===== src/csl_pkg.sv =====
// Shared types, constants and keyword helpers for the C subset lexer.
package csl_pkg;

    localparam int ID_LEN_DEF = 8;
    localparam int STR_TABLE_DEF = 1024;

    typedef enum logic [3:0] {
        M_IDLE, M_IDENT, M_NUM, M_BANG, M_EQ, M_LT, M_GT, M_STR, M_CH1, M_CH2
    } mode_t;

    localparam logic [5:0] K_NONE = 6'd0;
    localparam logic [5:0] K_IDENT = 6'd1;
    localparam logic [5:0] K_INTCON = 6'd2;
    localparam logic [5:0] K_CHARCON = 6'd3;
    localparam logic [5:0] K_STRINGCON = 6'd4;
    localparam logic [5:0] K_KEY0 = 6'd5;
    localparam logic [5:0] K_PLUS = 6'd18;
    localparam logic [5:0] K_MINUS = 6'd19;
    localparam logic [5:0] K_TIMES = 6'd20;
    localparam logic [5:0] K_IDIV = 6'd21;
    localparam logic [5:0] K_EQL = 6'd22;
    localparam logic [5:0] K_NEQ = 6'd23;
    localparam logic [5:0] K_GTR = 6'd24;
    localparam logic [5:0] K_GEQ = 6'd25;
    localparam logic [5:0] K_LSS = 6'd26;
    localparam logic [5:0] K_LEQ = 6'd27;
    localparam logic [5:0] K_LPARENT = 6'd28;
    localparam logic [5:0] K_RPARENT = 6'd29;
    localparam logic [5:0] K_LBRACK = 6'd30;
    localparam logic [5:0] K_RBRACK = 6'd31;
    localparam logic [5:0] K_LBRACE = 6'd32;
    localparam logic [5:0] K_RBRACE = 6'd33;
    localparam logic [5:0] K_COMMA = 6'd34;
    localparam logic [5:0] K_SEMICOLON = 6'd35;
    localparam logic [5:0] K_COLON = 6'd36;
    localparam logic [5:0] K_BECOMES = 6'd37;

    localparam logic [3:0] E_NONE = 4'd0;
    localparam logic [3:0] E_LEADZERO = 4'd1;
    localparam logic [3:0] E_TOOLARGE = 4'd2;
    localparam logic [3:0] E_BADSTR = 4'd3;
    localparam logic [3:0] E_UNTERM = 4'd4;
    localparam logic [3:0] E_ILLEGAL = 4'd5;
    localparam logic [3:0] E_BADCHAR = 4'd6;
    localparam logic [3:0] E_FULL = 4'd7;

    localparam logic [1:0] OP_CHAR = 2'd0;

    localparam logic CFG_MAX_DIGITS = 1'b0;
    localparam logic CFG_MAX_VALUE = 1'b1;

    localparam int NUM_KW = 13;
    typedef logic [55:0] kw_word_t;

    // Keywords zero-padded to seven bytes, first character in the low byte.
    function automatic kw_word_t kw_word(input int k);
        kw_word_t w;
        w = '0;
        case (k)
            0: w = 56'h65736163;
            1: w = 56'h72616863;
            2: w = 56'h74736e6f63;
            3: w = 56'h6f64;
            4: w = 56'h6669;
            5: w = 56'h746e69;
            6: w = 56'h6e69616d;
            7: w = 56'h66746e697270;
            8: w = 56'h6e7275746572;
            9: w = 56'h666e616373;
            10: w = 56'h686374697773;
            11: w = 56'h64696f76;
            12: w = 56'h656c696877;
            default: w = '0;
        endcase
        return w;
    endfunction

    function automatic logic is_letter(input logic [7:0] c);
        return (c >= 8'h61 && c <= 8'h7a) || (c >= 8'h41 && c <= 8'h5a);
    endfunction

    function automatic logic is_digit(input logic [7:0] c);
        return c >= 8'h30 && c <= 8'h39;
    endfunction

    typedef struct packed {
        logic [5:0]  kind;
        logic [30:0] num;
        logic [63:0] text;
        logic [9:0]  start;
        logic [10:0] len;
        logic [3:0]  err;
    } token_t;

    typedef struct packed {
        logic   valid;
        logic   two;
        token_t first;
        token_t second;
    } result_t;

endpackage


===== src/csl_string_mem.sv =====
// String table memory: one write port, registered read of the last written byte.
module csl_string_mem #(
    parameter int DEPTH = csl_pkg::STR_TABLE_DEF,
    localparam int AW = $clog2(DEPTH)
) (
    input  logic          clk,
    input  logic          we,
    input  logic [AW-1:0] addr,
    input  logic [7:0]    wdata,
    output logic [7:0]    rdata
);
    logic [7:0] mem [DEPTH];
    logic [AW-1:0] last_addr_reg;

    always_ff @(posedge clk)
    begin
        if (we)
        begin
            mem[addr] <= wdata;
            last_addr_reg <= addr;
        end
        rdata <= mem[last_addr_reg];
    end
endmodule


===== src/csl_out_queue.sv =====
// Result queue: holds up to two tokens per word and serves them one at a time.
module csl_out_queue (
    input  logic              clk,
    input  logic              rst_n,
    input  csl_pkg::result_t  res,
    output logic              busy,
    output logic              out_valid,
    input  logic              out_ready,
    output csl_pkg::token_t   out_tok,
    output logic              out_last
);
    logic            full_reg, full_next;
    logic            two_reg, two_next;
    logic            idx_reg, idx_next;
    csl_pkg::token_t t0_reg, t1_reg;

    logic done;
    assign out_valid = full_reg;
    assign out_tok = idx_reg ? t1_reg : t0_reg;
    assign out_last = !two_reg || idx_reg;
    assign done = full_reg && out_ready && out_last;
    // A new word may load in the same cycle the last token leaves.
    assign busy = full_reg && !done;

    always_comb
    begin
        full_next = full_reg;
        two_next = two_reg;
        idx_next = idx_reg;
        if (full_reg && out_ready)
        begin
            if (out_last)
            begin
                full_next = 1'b0;
            end
            else
            begin
                idx_next = 1'b1;
            end
        end
        if (res.valid)
        begin
            full_next = 1'b1;
            two_next = res.two;
            idx_next = 1'b0;
        end
    end

    always_ff @(posedge clk or negedge rst_n)
    begin
        if (!rst_n)
        begin
            full_reg <= 1'b0;
            two_reg <= 1'b0;
            idx_reg <= 1'b0;
        end
        else
        begin
            full_reg <= full_next;
            two_reg <= two_next;
            idx_reg <= idx_next;
        end
    end

    always_ff @(posedge clk)
    begin
        if (res.valid)
        begin
            t0_reg <= res.first;
            t1_reg <= res.second;
        end
    end
endmodule


===== src/c_subset_lexer_core.sv =====
// Top level of the C subset lexer.
// The lexer takes one word per cycle and gives zero, one or two token words for
// it; a word that produces two tokens hands them out one at a time, and
// the input stalls only while earlier tokens are still waiting. Literal text is
// written into an internal string table (one byte per cycle, one write port);
// the table needs no clearing after reset. tdata in: op[1:0], char_code[9:2].
module c_subset_lexer_core #(
    parameter int ID_LEN = csl_pkg::ID_LEN_DEF,
    parameter int STR_TABLE = csl_pkg::STR_TABLE_DEF
) (
    input  logic         clk,
    input  logic         rst_n,
    input  logic         cfg_we,
    input  logic [0:0]   cfg_index,
    input  logic [30:0]  cfg_data,
    input  logic         s_axis_tvalid,
    output logic         s_axis_tready,
    input  logic [15:0]  s_axis_tdata,   // op, char_code
    output logic         m_axis_tvalid,
    input  logic         m_axis_tready,
    // token_kind, number_value, ident_text, string_start, string_length, error_code
    output logic [127:0] m_axis_tdata,
    output logic         m_axis_tlast
);
    localparam int AW = $clog2(STR_TABLE);
    localparam int LW = AW + 1;

    logic [3:0]  max_digits_reg;
    logic [30:0] max_value_reg;
    csl_pkg::mode_t mode_reg, mode_next;
    logic [63:0] text_reg, text_next;
    logic [3:0]  tcnt_reg, tcnt_next;
    logic [31:0] acc_reg, acc_next;
    logic [3:0]  dcnt_reg, dcnt_next;
    logic        lz_reg, lz_next;
    logic [LW-1:0] snext_reg, snext_next;
    logic [LW-1:0] lstart_reg, lstart_next;
    logic [LW-1:0] llen_reg, llen_next;
    logic [3:0]  perr_reg, perr_next;

    logic busy, acc_in, eol, we;
    logic [7:0] c, wchar, rdata;
    logic [1:0] op;
    csl_pkg::result_t res;
    csl_pkg::token_t otok;

    assign op = s_axis_tdata[1:0];
    assign eol = op != csl_pkg::OP_CHAR;
    assign c = eol ? 8'h20 : s_axis_tdata[9:2];
    assign s_axis_tready = !busy;
    assign acc_in = s_axis_tvalid && s_axis_tready;

    always_ff @(posedge clk or negedge rst_n)
    begin
        if (!rst_n)
        begin
            max_digits_reg <= 4'd10;
            max_value_reg <= 31'h7fffffff;
        end
        else if (cfg_we)
        begin
            if (cfg_index == csl_pkg::CFG_MAX_DIGITS)
            begin
                max_digits_reg <= cfg_data[3:0];
            end
            else
            begin
                max_value_reg <= cfg_data;
            end
        end
    end

    function automatic csl_pkg::token_t tk(input logic [5:0] k, input logic [3:0] e);
        csl_pkg::token_t t;
        t = '0;
        t.kind = k;
        t.err = e;
        return t;
    endfunction

    // Keyword match on the case-folded buffer.
    logic [5:0] id_kind;
    always_comb
    begin
        logic [63:0] f;
        logic [7:0] b;
        f = '0;
        for (int i = 0; i < 8; i++)
        begin
            b = text_reg[8*i +: 8];
            if (b >= 8'h41 && b <= 8'h5a)
            begin
                b = b + 8'd32;
            end
            if (4'(i) < tcnt_reg)
            begin
                f[8*i +: 8] = b;
            end
        end
        id_kind = csl_pkg::K_IDENT;
        for (int k = csl_pkg::NUM_KW - 1; k >= 0; k--)
        begin
            if (f == {8'h00, csl_pkg::kw_word(k)})
            begin
                id_kind = csl_pkg::K_KEY0 + 6'(k);
            end
        end
    end

    // Number finishing.
    csl_pkg::token_t num_tok;
    always_comb
    begin
        logic [31:0] v;
        logic [3:0] n;
        logic [3:0] e;
        v = acc_reg;
        n = dcnt_reg;
        e = csl_pkg::E_NONE;
        if (n > 4'd1 && lz_reg)
        begin
            e = csl_pkg::E_LEADZERO;
            v = '0;
            n = 4'd1;
        end
        if (n > max_digits_reg || v > {1'b0, max_value_reg})
        begin
            e = csl_pkg::E_TOOLARGE;
            v = '0;
        end
        num_tok = tk(csl_pkg::K_INTCON, e);
        num_tok.num = v[30:0];
    end

    logic [35:0] acc_x10;
    assign acc_x10 = ({4'b0, acc_reg} << 3) + ({4'b0, acc_reg} << 1) + 36'(c - 8'h30);

    always_comb
    begin
        csl_pkg::token_t t1, t2;
        logic start, n_emit, full, stored;
        logic [3:0] pe;
        mode_next = mode_reg;
        text_next = text_reg;
        tcnt_next = tcnt_reg;
        acc_next = acc_reg;
        dcnt_next = dcnt_reg;
        lz_next = lz_reg;
        snext_next = snext_reg;
        lstart_next = lstart_reg;
        llen_next = llen_reg;
        perr_next = perr_reg;
        we = 1'b0;
        wchar = c;
        t1 = '0;
        t2 = '0;
        n_emit = 1'b0;
        start = 1'b0;
        res = '0;
        full = snext_reg >= LW'(STR_TABLE);
        stored = 1'b0;
        pe = perr_reg;
        case (mode_reg)
            csl_pkg::M_IDENT:
            begin
                if (csl_pkg::is_letter(c) || csl_pkg::is_digit(c) || c == 8'h5f)
                begin
                    if (tcnt_reg < 4'(ID_LEN))
                    begin
                        text_next[8*tcnt_reg[2:0] +: 8] = c;
                        tcnt_next = tcnt_reg + 4'd1;
                    end
                end
                else
                begin
                    t1 = tk(id_kind, csl_pkg::E_NONE);
                    t1.text = text_reg;
                    n_emit = 1'b1;
                    start = 1'b1;
                end
            end
            csl_pkg::M_NUM:
            begin
                if (csl_pkg::is_digit(c))
                begin
                    acc_next = (acc_x10 > 36'hffffffff) ? 32'hffffffff : acc_x10[31:0];
                    if (dcnt_reg < 4'd15)
                    begin
                        dcnt_next = dcnt_reg + 4'd1;
                    end
                end
                else
                begin
                    t1 = num_tok;
                    n_emit = 1'b1;
                    start = 1'b1;
                end
            end
            csl_pkg::M_BANG:
            begin
                if (c == 8'h3d && !eol)
                begin
                    t1 = tk(csl_pkg::K_NEQ, csl_pkg::E_NONE);
                    n_emit = 1'b1;
                    mode_next = csl_pkg::M_IDLE;
                end
                else
                begin
                    start = 1'b1;
                end
            end
            csl_pkg::M_EQ, csl_pkg::M_LT, csl_pkg::M_GT:
            begin
                n_emit = 1'b1;
                if (c == 8'h3d && !eol)
                begin
                    mode_next = csl_pkg::M_IDLE;
                    t1 = tk(mode_reg == csl_pkg::M_EQ ? csl_pkg::K_EQL :
                            mode_reg == csl_pkg::M_LT ? csl_pkg::K_LEQ : csl_pkg::K_GEQ,
                            csl_pkg::E_NONE);
                end
                else
                begin
                    start = 1'b1;
                    t1 = tk(mode_reg == csl_pkg::M_EQ ? csl_pkg::K_BECOMES :
                            mode_reg == csl_pkg::M_LT ? csl_pkg::K_LSS : csl_pkg::K_GTR,
                            csl_pkg::E_NONE);
                end
            end
            csl_pkg::M_STR:
            begin
                t1 = tk(csl_pkg::K_STRINGCON, csl_pkg::E_NONE);
                t1.start = lstart_reg[9:0];
                if (!eol && c == 8'h22)
                begin
                    t1.len = 11'(llen_reg);
                    t1.err = perr_reg;
                    n_emit = 1'b1;
                    mode_next = csl_pkg::M_IDLE;
                end
                else
                begin
                    if ((c < 8'd32 || c > 8'd126) && pe < csl_pkg::E_BADSTR)
                    begin
                        pe = csl_pkg::E_BADSTR;
                    end
                    stored = !full;
                    if (full)
                    begin
                        pe = csl_pkg::E_FULL;
                    end
                    if (eol && pe < csl_pkg::E_UNTERM)
                    begin
                        pe = csl_pkg::E_UNTERM;
                    end
                    perr_next = pe;
                    if (eol)
                    begin
                        t1.len = 11'(llen_reg + LW'(stored));
                        t1.err = pe;
                        n_emit = 1'b1;
                        mode_next = csl_pkg::M_IDLE;
                    end
                end
            end
            csl_pkg::M_CH1:
            begin
                mode_next = csl_pkg::M_IDLE;
                if (eol)
                begin
                    t1 = tk(csl_pkg::K_NONE, csl_pkg::E_UNTERM);
                    n_emit = 1'b1;
                end
                else if (c == 8'h27)
                begin
                    t1 = tk(csl_pkg::K_NONE, csl_pkg::E_BADCHAR);
                    n_emit = 1'b1;
                end
                else
                begin
                    if (!(csl_pkg::is_letter(c) || csl_pkg::is_digit(c) || c == 8'h2b ||
                          c == 8'h2d || c == 8'h2a || c == 8'h2f || c == 8'h5f))
                    begin
                        pe = csl_pkg::E_BADCHAR;
                    end
                    stored = !full;
                    if (full)
                    begin
                        pe = csl_pkg::E_FULL;
                    end
                    perr_next = pe;
                    acc_next = {24'b0, c};
                    mode_next = csl_pkg::M_CH2;
                end
            end
            csl_pkg::M_CH2:
            begin
                mode_next = csl_pkg::M_IDLE;
                if ((eol || c != 8'h27) && pe < csl_pkg::E_UNTERM)
                begin
                    pe = csl_pkg::E_UNTERM;
                end
                t1 = tk(csl_pkg::K_CHARCON, pe);
                t1.num = acc_reg[30:0];
                n_emit = 1'b1;
            end
            default:
            begin
                start = 1'b1;
            end
        endcase
        if (stored)
        begin
            we = 1'b1;
            snext_next = snext_reg + LW'(1);
            llen_next = llen_reg + LW'(1);
        end
        if (start)
        begin
            mode_next = csl_pkg::M_IDLE;
            if (!eol && c != 8'h20 && c != 8'h09)
            begin
                if (csl_pkg::is_letter(c) || c == 8'h5f)
                begin
                    mode_next = csl_pkg::M_IDENT;
                    text_next = {56'b0, c};
                    tcnt_next = 4'd1;
                end
                else if (csl_pkg::is_digit(c))
                begin
                    mode_next = csl_pkg::M_NUM;
                    acc_next = 32'(c - 8'h30);
                    dcnt_next = 4'd1;
                    lz_next = c == 8'h30;
                end
                else
                begin
                    case (c)
                        8'h21: mode_next = csl_pkg::M_BANG;
                        8'h3d: mode_next = csl_pkg::M_EQ;
                        8'h3c: mode_next = csl_pkg::M_LT;
                        8'h3e: mode_next = csl_pkg::M_GT;
                        8'h22:
                        begin
                            mode_next = csl_pkg::M_STR;
                            lstart_next = snext_reg;
                            llen_next = '0;
                            perr_next = csl_pkg::E_NONE;
                        end
                        8'h27:
                        begin
                            mode_next = csl_pkg::M_CH1;
                            perr_next = csl_pkg::E_NONE;
                        end
                        8'h3a: t2 = tk(csl_pkg::K_COLON, csl_pkg::E_NONE);
                        8'h28: t2 = tk(csl_pkg::K_LPARENT, csl_pkg::E_NONE);
                        8'h7b: t2 = tk(csl_pkg::K_LBRACE, csl_pkg::E_NONE);
                        8'h2b: t2 = tk(csl_pkg::K_PLUS, csl_pkg::E_NONE);
                        8'h2d: t2 = tk(csl_pkg::K_MINUS, csl_pkg::E_NONE);
                        8'h2a: t2 = tk(csl_pkg::K_TIMES, csl_pkg::E_NONE);
                        8'h2f: t2 = tk(csl_pkg::K_IDIV, csl_pkg::E_NONE);
                        8'h29: t2 = tk(csl_pkg::K_RPARENT, csl_pkg::E_NONE);
                        8'h7d: t2 = tk(csl_pkg::K_RBRACE, csl_pkg::E_NONE);
                        8'h2c: t2 = tk(csl_pkg::K_COMMA, csl_pkg::E_NONE);
                        8'h5b: t2 = tk(csl_pkg::K_LBRACK, csl_pkg::E_NONE);
                        8'h5d: t2 = tk(csl_pkg::K_RBRACK, csl_pkg::E_NONE);
                        8'h3b: t2 = tk(csl_pkg::K_SEMICOLON, csl_pkg::E_NONE);
                        default: t2 = tk(csl_pkg::K_NONE, csl_pkg::E_ILLEGAL);
                    endcase
                end
            end
        end
        // A second token exists when the restarting byte is a one-character token or an illegal byte.
        if (t2.kind != csl_pkg::K_NONE || t2.err != csl_pkg::E_NONE)
        begin
            if (n_emit)
            begin
                res.first = t1;
                res.second = t2;
                res.two = 1'b1;
            end
            else
            begin
                res.first = t2;
            end
            res.valid = acc_in;
        end
        else if (n_emit)
        begin
            res.first = t1;
            res.valid = acc_in;
        end
        if (!acc_in)
        begin
            we = 1'b0;
        end
    end

    always_ff @(posedge clk or negedge rst_n)
    begin
        if (!rst_n)
        begin
            mode_reg <= csl_pkg::M_IDLE;
            text_reg <= '0;
            tcnt_reg <= '0;
            acc_reg <= '0;
            dcnt_reg <= '0;
            lz_reg <= 1'b0;
            snext_reg <= '0;
            lstart_reg <= '0;
            llen_reg <= '0;
            perr_reg <= '0;
        end
        else if (acc_in)
        begin
            mode_reg <= mode_next;
            text_reg <= text_next;
            tcnt_reg <= tcnt_next;
            acc_reg <= acc_next;
            dcnt_reg <= dcnt_next;
            lz_reg <= lz_next;
            snext_reg <= snext_next;
            lstart_reg <= lstart_next;
            llen_reg <= llen_next;
            perr_reg <= perr_next;
        end
    end

    csl_string_mem #(.DEPTH(STR_TABLE)) u_mem (
        .clk   (clk),
        .we    (we),
        .addr  (snext_reg[AW-1:0]),
        .wdata (wchar),
        .rdata (rdata)
    );

    csl_out_queue u_q (
        .clk       (clk),
        .rst_n     (rst_n),
        .res       (res),
        .busy      (busy),
        .out_valid (m_axis_tvalid),
        .out_ready (m_axis_tready),
        .out_tok   (otok),
        .out_last  (m_axis_tlast)
    );

    assign m_axis_tdata = {2'b0, otok.err, otok.len, otok.start, otok.text,
                           otok.num, otok.kind};

    // A stored byte reads back from the table once its address and the read data are registered.
    logic we_d;
    logic [7:0] wchar_d;
    always_ff @(posedge clk or negedge rst_n)
    begin
        if (!rst_n)
        begin
            we_d <= 1'b0;
            wchar_d <= '0;
        end
        else
        begin
            we_d <= we;
            wchar_d <= wchar;
        end
    end

    a_mem: assert property (@(posedge clk) disable iff (!rst_n)
        we_d |=> rdata == $past(wchar_d))
        else $error("string table write lost");
    a_ptr: assert property (@(posedge clk) disable iff (!rst_n)
        snext_reg <= LW'(STR_TABLE))
        else $error("string pointer past table");
    a_stall: assert property (@(posedge clk) disable iff (!rst_n)
        (m_axis_tvalid && !m_axis_tready) |=> m_axis_tvalid)
        else $error("pending token dropped");
endmodule


===== config.mk =====
export PLATFORM = sky130hd
export DESIGN_NAME = c_subset_lexer_core
export DESIGN_NICKNAME = d
export VERILOG_FILES = /design/src/csl_pkg.sv /design/src/csl_string_mem.sv /design/src/csl_out_queue.sv /design/src/c_subset_lexer_core.sv
export SDC_FILE = /design/constraint.sdc
export NUM_CORES = 1
export LEC_CHECK = 0
export BUFFER_PORTS_ARGS = -buffer_cell sky130_fd_sc_hd__buf_4
export CAP_MARGIN = 20
export CORE_UTILIZATION = 30
export CTS_CLUSTER_SIZE = 16
export DETAILED_ROUTE_END_ITERATION = 10
export PLACE_DENSITY = 0.5
export SLEW_MARGIN = 25
export SYNTH_ARGS = -nofsm -noshare
export SYNTH_HDL_FRONTEND = slang
export SYNTH_SLANG_ARGS = --single-unit

===== constraint.sdc =====
create_clock -name clk -period 16.1 [get_ports clk]
set_clock_uncertainty 0.2 [all_clocks]
set_input_delay 2.415 -clock clk [delete_from_list [all_inputs] [get_ports clk]]
set_output_delay 2.415 -clock clk [all_outputs]
set_load 0.01 [all_outputs]

==> out/qor.csv, run 1 <==
stage,metric,value,unit
run_status,outcome,"finished, final reports clean",
route,total number of vias,17700,
pwr,Peak supply drop,0.293,mV
die,width of the chip,265,um
timing,fin crit share,0.503,
placement,post-place setup slack,7.42,ns
global_route,total grt overflow,0,
die,# rows,96,
placement,I/O Buffers,175,
setup_path,nature of the critical path startpoint,primary input,
final_layout,share of cells above drive strength 1,0.174,
synthesis,Syn Area/Cell,9.34,um2
timing,setup slack after layout,8.00,ns
run,max_cap viols,0,
route,drt first pass iters,5,
setup_path,Top delay family on crit path,buffers and inverters,
timing,sum of negative setup slack,0,ns
timing,Relative slew margins,0.356,
timing,fmax,123,MHz
route,final antenna-violating net count,0,
route,# DRC,0,
timing,minimum clock period after layout,8.10,ns
setup_path,Buf/Inv on CP,6,
setup_path,R2R depth,7,
global_route,first-pass GRT wire length,105000,um
die,Initial Utilization,0.303,
setup_path,"most used cell, CP",buf_4,
timing,unrepaired setup endpoints after global routing,no,
cts,H-tree depth,2,
setup_path,"Largest stage delay, worst path",0.74,ns
cts,cts bufs inserted,39,
cts,Clock Path Buffers,3,
cts,hold buffers post-CTS,0,
synthesis,"Distinct cells, synth",90,
setup_path,crit path DAT,8.08,ns
synthesis,number of synthesized flops with an enable pin,133,
min_path,Hold Path Class,reg -> reg,
setup_path,CP cell instances,"buf_4, nor2_1, buf_4, and2_1, ha_1, inv_1, nor3_4, a211oi_1, nor4_4, buf_4, nand3_1, a21oi_1, o21a_4, buf_4, buf_4",
final_layout,area grow syn2layout,17.9,%
global_route,number of global-route vias before repair,17700,
setup_path,Crit path depth,15,
synthesis,Syn Inst Count,2224,
synthesis,yosys warns,0,
pwr,LEAKAGE,10.1,nW
pwr,PD cells,186,nW/um2
cts,# clock sinks,316,
route,DR iter-0 viols,1157,
synthesis,most common cell in the netlist,nand2_1,
cts,cts repair resizes,0,
route,drt wl/cell,20.5,um
synthesis,Synth area leader,edfxtp_1,
final_layout,fin util,0.357,
route,WL final,67700,um
timing,Final Max Tran Viols,0,
placement,hpwl dp,49400,um
synthesis,register area share after synthesis,0.415,
min_path,HP Start,lstart_reg[8],
setup_path,crit path from,s_axis_tdata[1],
cts,CTS tree,done,
cts,Root Buffer,clkbuf_16,
final_layout,Largest register FFs,126,
cts,total setup buffers inserted after CTS,0,
setup_path,largest fanout on the critical path,65,
timing,Slew @ Worst Pin,0.941,ns
setup_path,WS Path Type,in -> reg,
cts,clk_lat worst skew,0.57,ns
final_layout,fin nets,2514,
final_layout,post-route cell area,24500,um2
setup_path,slowest CP cell,buf_4,
synthesis,asr flop ratio synth,0.579,
cts,register clock-pin slew on the reported worst setup and hold paths,0.06,ns
pwr,Pwr Total,0.00455,W
synthesis,Yosys reg bits,316,
die,DIE HEIGHT,265,um
timing,"Hold Vio Cnt, Final",0,
synthesis,dominant synthesized flop cell,dfrtp_1,
die,full die area,70300,um2
setup_path,reg2reg end,u_q.t0_reg[45],
placement,Final GP Congestion,0.920,
global_route,largest net degree at the start of global routing,74,
setup_path,Reg-to-Reg Start,mode_reg[3],
die,core area,68600,um2
synthesis,"top cells by area, synth","edfxtp_1 19%, dfrtp_1 18%, ha_1 5.7%",
synthesis,Post-synth top cells,"200 x nand2_1, 150 x dfrtp_1, 143 x o21ai_0",
final_layout,ANT cells,0,
synthesis,mapped cell area,20800,um2
die,# IOs,184,
final_layout,Fill cells,6996,
global_route,antenna violations before repair,3,
global_route,gr usage total,0.192,
setup_path,CP endpoint,u_q.t0_reg[45],
setup_path,CP required,16.08,ns
timing,final setup vio count,0,
synthesis,area fraction of the dominant cell type after synthesis,0.192,
setup_path,CP endpoint kind,register,
placement,placed instance area,23000,um2
setup_path,reg2reg setup slack,10.96,ns
route,Vias per Instance,5.37,
==> cell type report <==
type,instances,area [um2],share of cell area
Timing Repair Buffer,207,1560,0.0638
Sequential cell,316,8620,0.352
Inverter,78,293,0.0120
Clock inverter,25,407,0.0166
Tap cell,931,1160,0.0476
Multi-Input combinational cell,1694,11400,0.466
Clock buffer,47,1040,0.0424
==> per-layer routing <==
metal / routed length (um) / up-vias / track usage
li1: - / 8376 / -
met1: 29400 / 8737 / 0.246
met2: 33100 / 466 / 0.328
met3: 2940 / 122 / 0.0266
met4: 2230 / 6 / 0.0673
met5: 42 / - / 0
==> cell usage in the layout (no fill, tap or decap), drive strengths merged, types with 47 or more instances in the layout <==
cell	instances
buf	207
nand2	200
o21ai	151
dfrtp	150
nor2b	138
nor2	138
edfxtp	133
a21oi	132
and3	96
ha	94
inv	80
nand3	66
mux2	53
nor3	53
and2	48
clkbuf	47
==> where the power goes <==
part           leakage, nW  switching (W)  total (W)  internal (W)
combinational         5.75        0.00140    0.00233      0.000933
sequential            3.63       0.000188    0.00121       0.00103
clock                0.696       0.000377    0.00100      0.000624
total                 10.1        0.00196    0.00455       0.00258
==> worst reg2reg max path, stage by stage, from the launching register on <==
cell and delay [ns]:
dfrtp_1 0.76, nor4b_2 0.79, o22ai_1 0.26, o221ai_1 0.17
a211o_1 0.62, o21a_4 0.45, buf_4 0.68, buf_4 0.77
==> stage by stage <==
stage               instances  hold slack (ns)
floorplan                2225            0.249
global placement         3226            0.271
detailed placement       3226            0.275
CTS                      3298            0.288
global route             3298            0.320
finish                   3298            0.282
==> worst min path at each step <==
stage                     depth (start not counted)       endpoint  slack [ns]
final                                             1  lstart_reg[8]        0.28
after global routing                              1  lstart_reg[8]        0.32
after CTS                                         1  lstart_reg[8]        0.29
after detailed placement                          1  lstart_reg[8]        0.27
after global placement                            1  lstart_reg[8]        0.27
after floorplan                                   1  lstart_reg[8]        0.25
==> kinds of logic (layout without fill, tap and decap cells) <==
kind of cell	Yosys count	after routing	synth area share
buf+inv	215	357	0.0402
mux	57	57	0.0306
flops	316	316	0.415
fa+ha+maj	125	125	0.0865
compound gates	539	539	0.168
xor+xnor	44	44	0.0185
other cells	1	2	0.000180
simple gates	927	927	0.242
Note: power is estimated with default switching activity, not from simulation.
==> inputs of run 2 (changes only) <==
- PLACE_DENSITY: 0.5 -> 0.51
- clock period: 16.1 -> 6.6 ns (I/O delays scaled with it)
==> out/qor.csv, run 2 (same netlist as run 1, synthesis figures left out) <==
stage,metric,value,unit,change
timing,Relative slew margins,0.284,,-0.0722
die,# rows,96,,unchanged
setup_path,largest fanout on the critical path,19,,-71%
cts,Root Buffer,clkbuf_16,,
final_layout,Largest register FFs,126,,unchanged
global_route,antenna violations before repair,3,,unchanged
cts,# clock sinks,316,,unchanged
die,core area,68600,um2,unchanged
route,total number of vias,17900,,+0.95%
placement,Final GP Congestion,0.931,,+1.2%
die,Initial Utilization,0.303,,unchanged
global_route,first-pass GRT wire length,106000,um,+0.14%
final_layout,"commonest non-fill, non-tap cells in the layout","223 x buf_4, 200 x nand2_1, 149 x dfrtp_1",,
timing,final hold slack,0.170,ns,-0.112 ns
setup_path,crit path DAT,5.70,ns,-2.38 ns
timing,unrepaired setup endpoints after global routing,no,,
cts,cts repair resizes,0,,unchanged
cts,cts bufs inserted,41,,+5.1%
setup_path,nature of the critical path startpoint,primary input,,
route,# DRC,0,,unchanged
route,drt wl/cell,20.7,um,+0.79%
timing,fin crit share,0.828,,
die,# IOs,184,,unchanged
route,final antenna-violating net count,0,,unchanged
global_route,gr usage total,0.192,,+0.000792
timing,minimum clock period after layout,5.47,ns,
final_layout,"commonest non-fill, non-tap cell in the layout",buf_4,,
final_layout,Post-Layout Cell Count,3321,,+0.70%
pwr,Pwr Total,0.0113,W,+150%
timing,"Hold Vio Cnt, Final",0,,unchanged
final_layout,ANT cells,0,,unchanged
final_layout,fin nets,2536,,+0.88%
die,DIE HEIGHT,265,um,unchanged
global_route,largest net degree at the start of global routing,130,,+76%
run,max_cap viols,0,,unchanged
placement,hpwl dp,49900,um,+0.83%
placement,Placed Instances,3245,,+0.59%
cts,register clock-pin slew on the reported worst setup and hold paths,0.06,ns,about the same
global_route,number of global-route vias before repair,17500,,-0.84%
min_path,Hold Path Class,in -> async,,
route,Vias per Instance,5.38,,+0.26%
die,width of the chip,265,um,unchanged
die,full die area,70300,um2,unchanged
cts,CTS tree,done,,
cts,clk_lat worst skew,0.57,ns,about the same
route,DR iter-0 viols,1372,,+19%
timing,Slew @ Worst Pin,1.06,ns,+0.119 ns
setup_path,WS Path Type,in -> reg,,
route,drt first pass iters,5,,unchanged
final_layout,share of cells above drive strength 1,0.183,,+0.00836
global_route,total grt overflow,0,,unchanged
setup_path,CP required,6.83,ns,-9.25 ns
cts,total setup buffers inserted after CTS,0,,unchanged
cts,Clock Path Buffers,3,,unchanged
run_status,outcome,"finished, final reports clean",,
cts,H-tree depth,2,,unchanged
timing,fmax,183,MHz,
placement,I/O Buffers,175,,unchanged
pwr,PD cells,457,nW/um2,+150%
timing,Final Max Tran Viols,0,,unchanged
route,WL final,68700,um,+1.5%
final_layout,area grow syn2layout,18.6,%,
timing,sum of negative setup slack,0,ns,unchanged
pwr,Peak supply drop,0.407,mV,+39%
pwr,LEAKAGE,10.2,nW,+0.87%
setup_path,CP endpoint kind,register,,
cts,hold buffers post-CTS,0,,unchanged
timing,final setup vio count,0,,unchanged
==> run 2: worst max-delay path, cell delays in order <==
cell and delay [ns]:
buf_4 0.15, or3_1 0.39, ha_1 0.34, nor2_2 0.16, buf_4 0.35, buf_4 0.28, fa_1 0.45, ha_1 0.41
a21oi_1 0.29, o21ai_0 0.17, a211o_1 0.40, a22o_1 0.22, a21oi_1 0.17, o2111ai_2 0.20, buf_4 0.25, o41ai_1 0.36
a21oi_1 0.11
==> run 2: worst paths after layout <==
check,cells past startpoint,to,start,slack (ns)
min in group clk,1,lstart_reg[8],lstart_reg[8],0.29
hold / removal,1,u_q.idx_reg,rst_n,0.17
max in group asynchronous,2,acc_reg[29],rst_n,4.81
setup reg to reg,16,u_q.t0_reg[1],dcnt_reg[0],1.94
setup / recovery,17,acc_reg[0],s_axis_tdata[1],1.13
hold reg to reg,1,lstart_reg[8],lstart_reg[8],0.29
==> run 2: area by class of cell <==
class / count / area, um2
fill: 6962 / 43900
multi-input combinational: 1694 / 11400
sequential: 316 / 8620
timing repair buffer: 227 / 1750
tap: 931 / 1160
clock buffer: 49 / 1090
clock inverter: 26 / 334
inverter: 78 / 293
==> run 2: stage by stage <==
stage | worst slack (ns) | cell area [um2] | utilization
final | 1.13 | 24700 | 0.359
after global routing | 0.799 | 24700 | 0.359
after CTS | 1.26 | 24600 | 0.359
after detailed placement | 0.662 | 23200 | 0.338
after global placement | 0.717 | 23200 | 0.338
after floorplan | 0.262 | 20800 | -
==> run 2: metal layers <==
metal  vias up  global-route usage  wire (um)
met4         4              0.0775       2740
li1       8440                   -          -
met1      8802               0.246      29400
met5         -                   0         23
met3       142              0.0264       2900
met2       488               0.327      33600
==> run 2: power by group <==
group | switching, W | internal [W] | leakage [nW] | total, W
Clock | 0.000934 | 0.00145 | 0.683 | 0.00239
Sequential | 0.000455 | 0.00250 | 3.63 | 0.00296
Combinational | 0.00353 | 0.00239 | 5.85 | 0.00592
Total | 0.00492 | 0.00635 | 10.2 | 0.0113
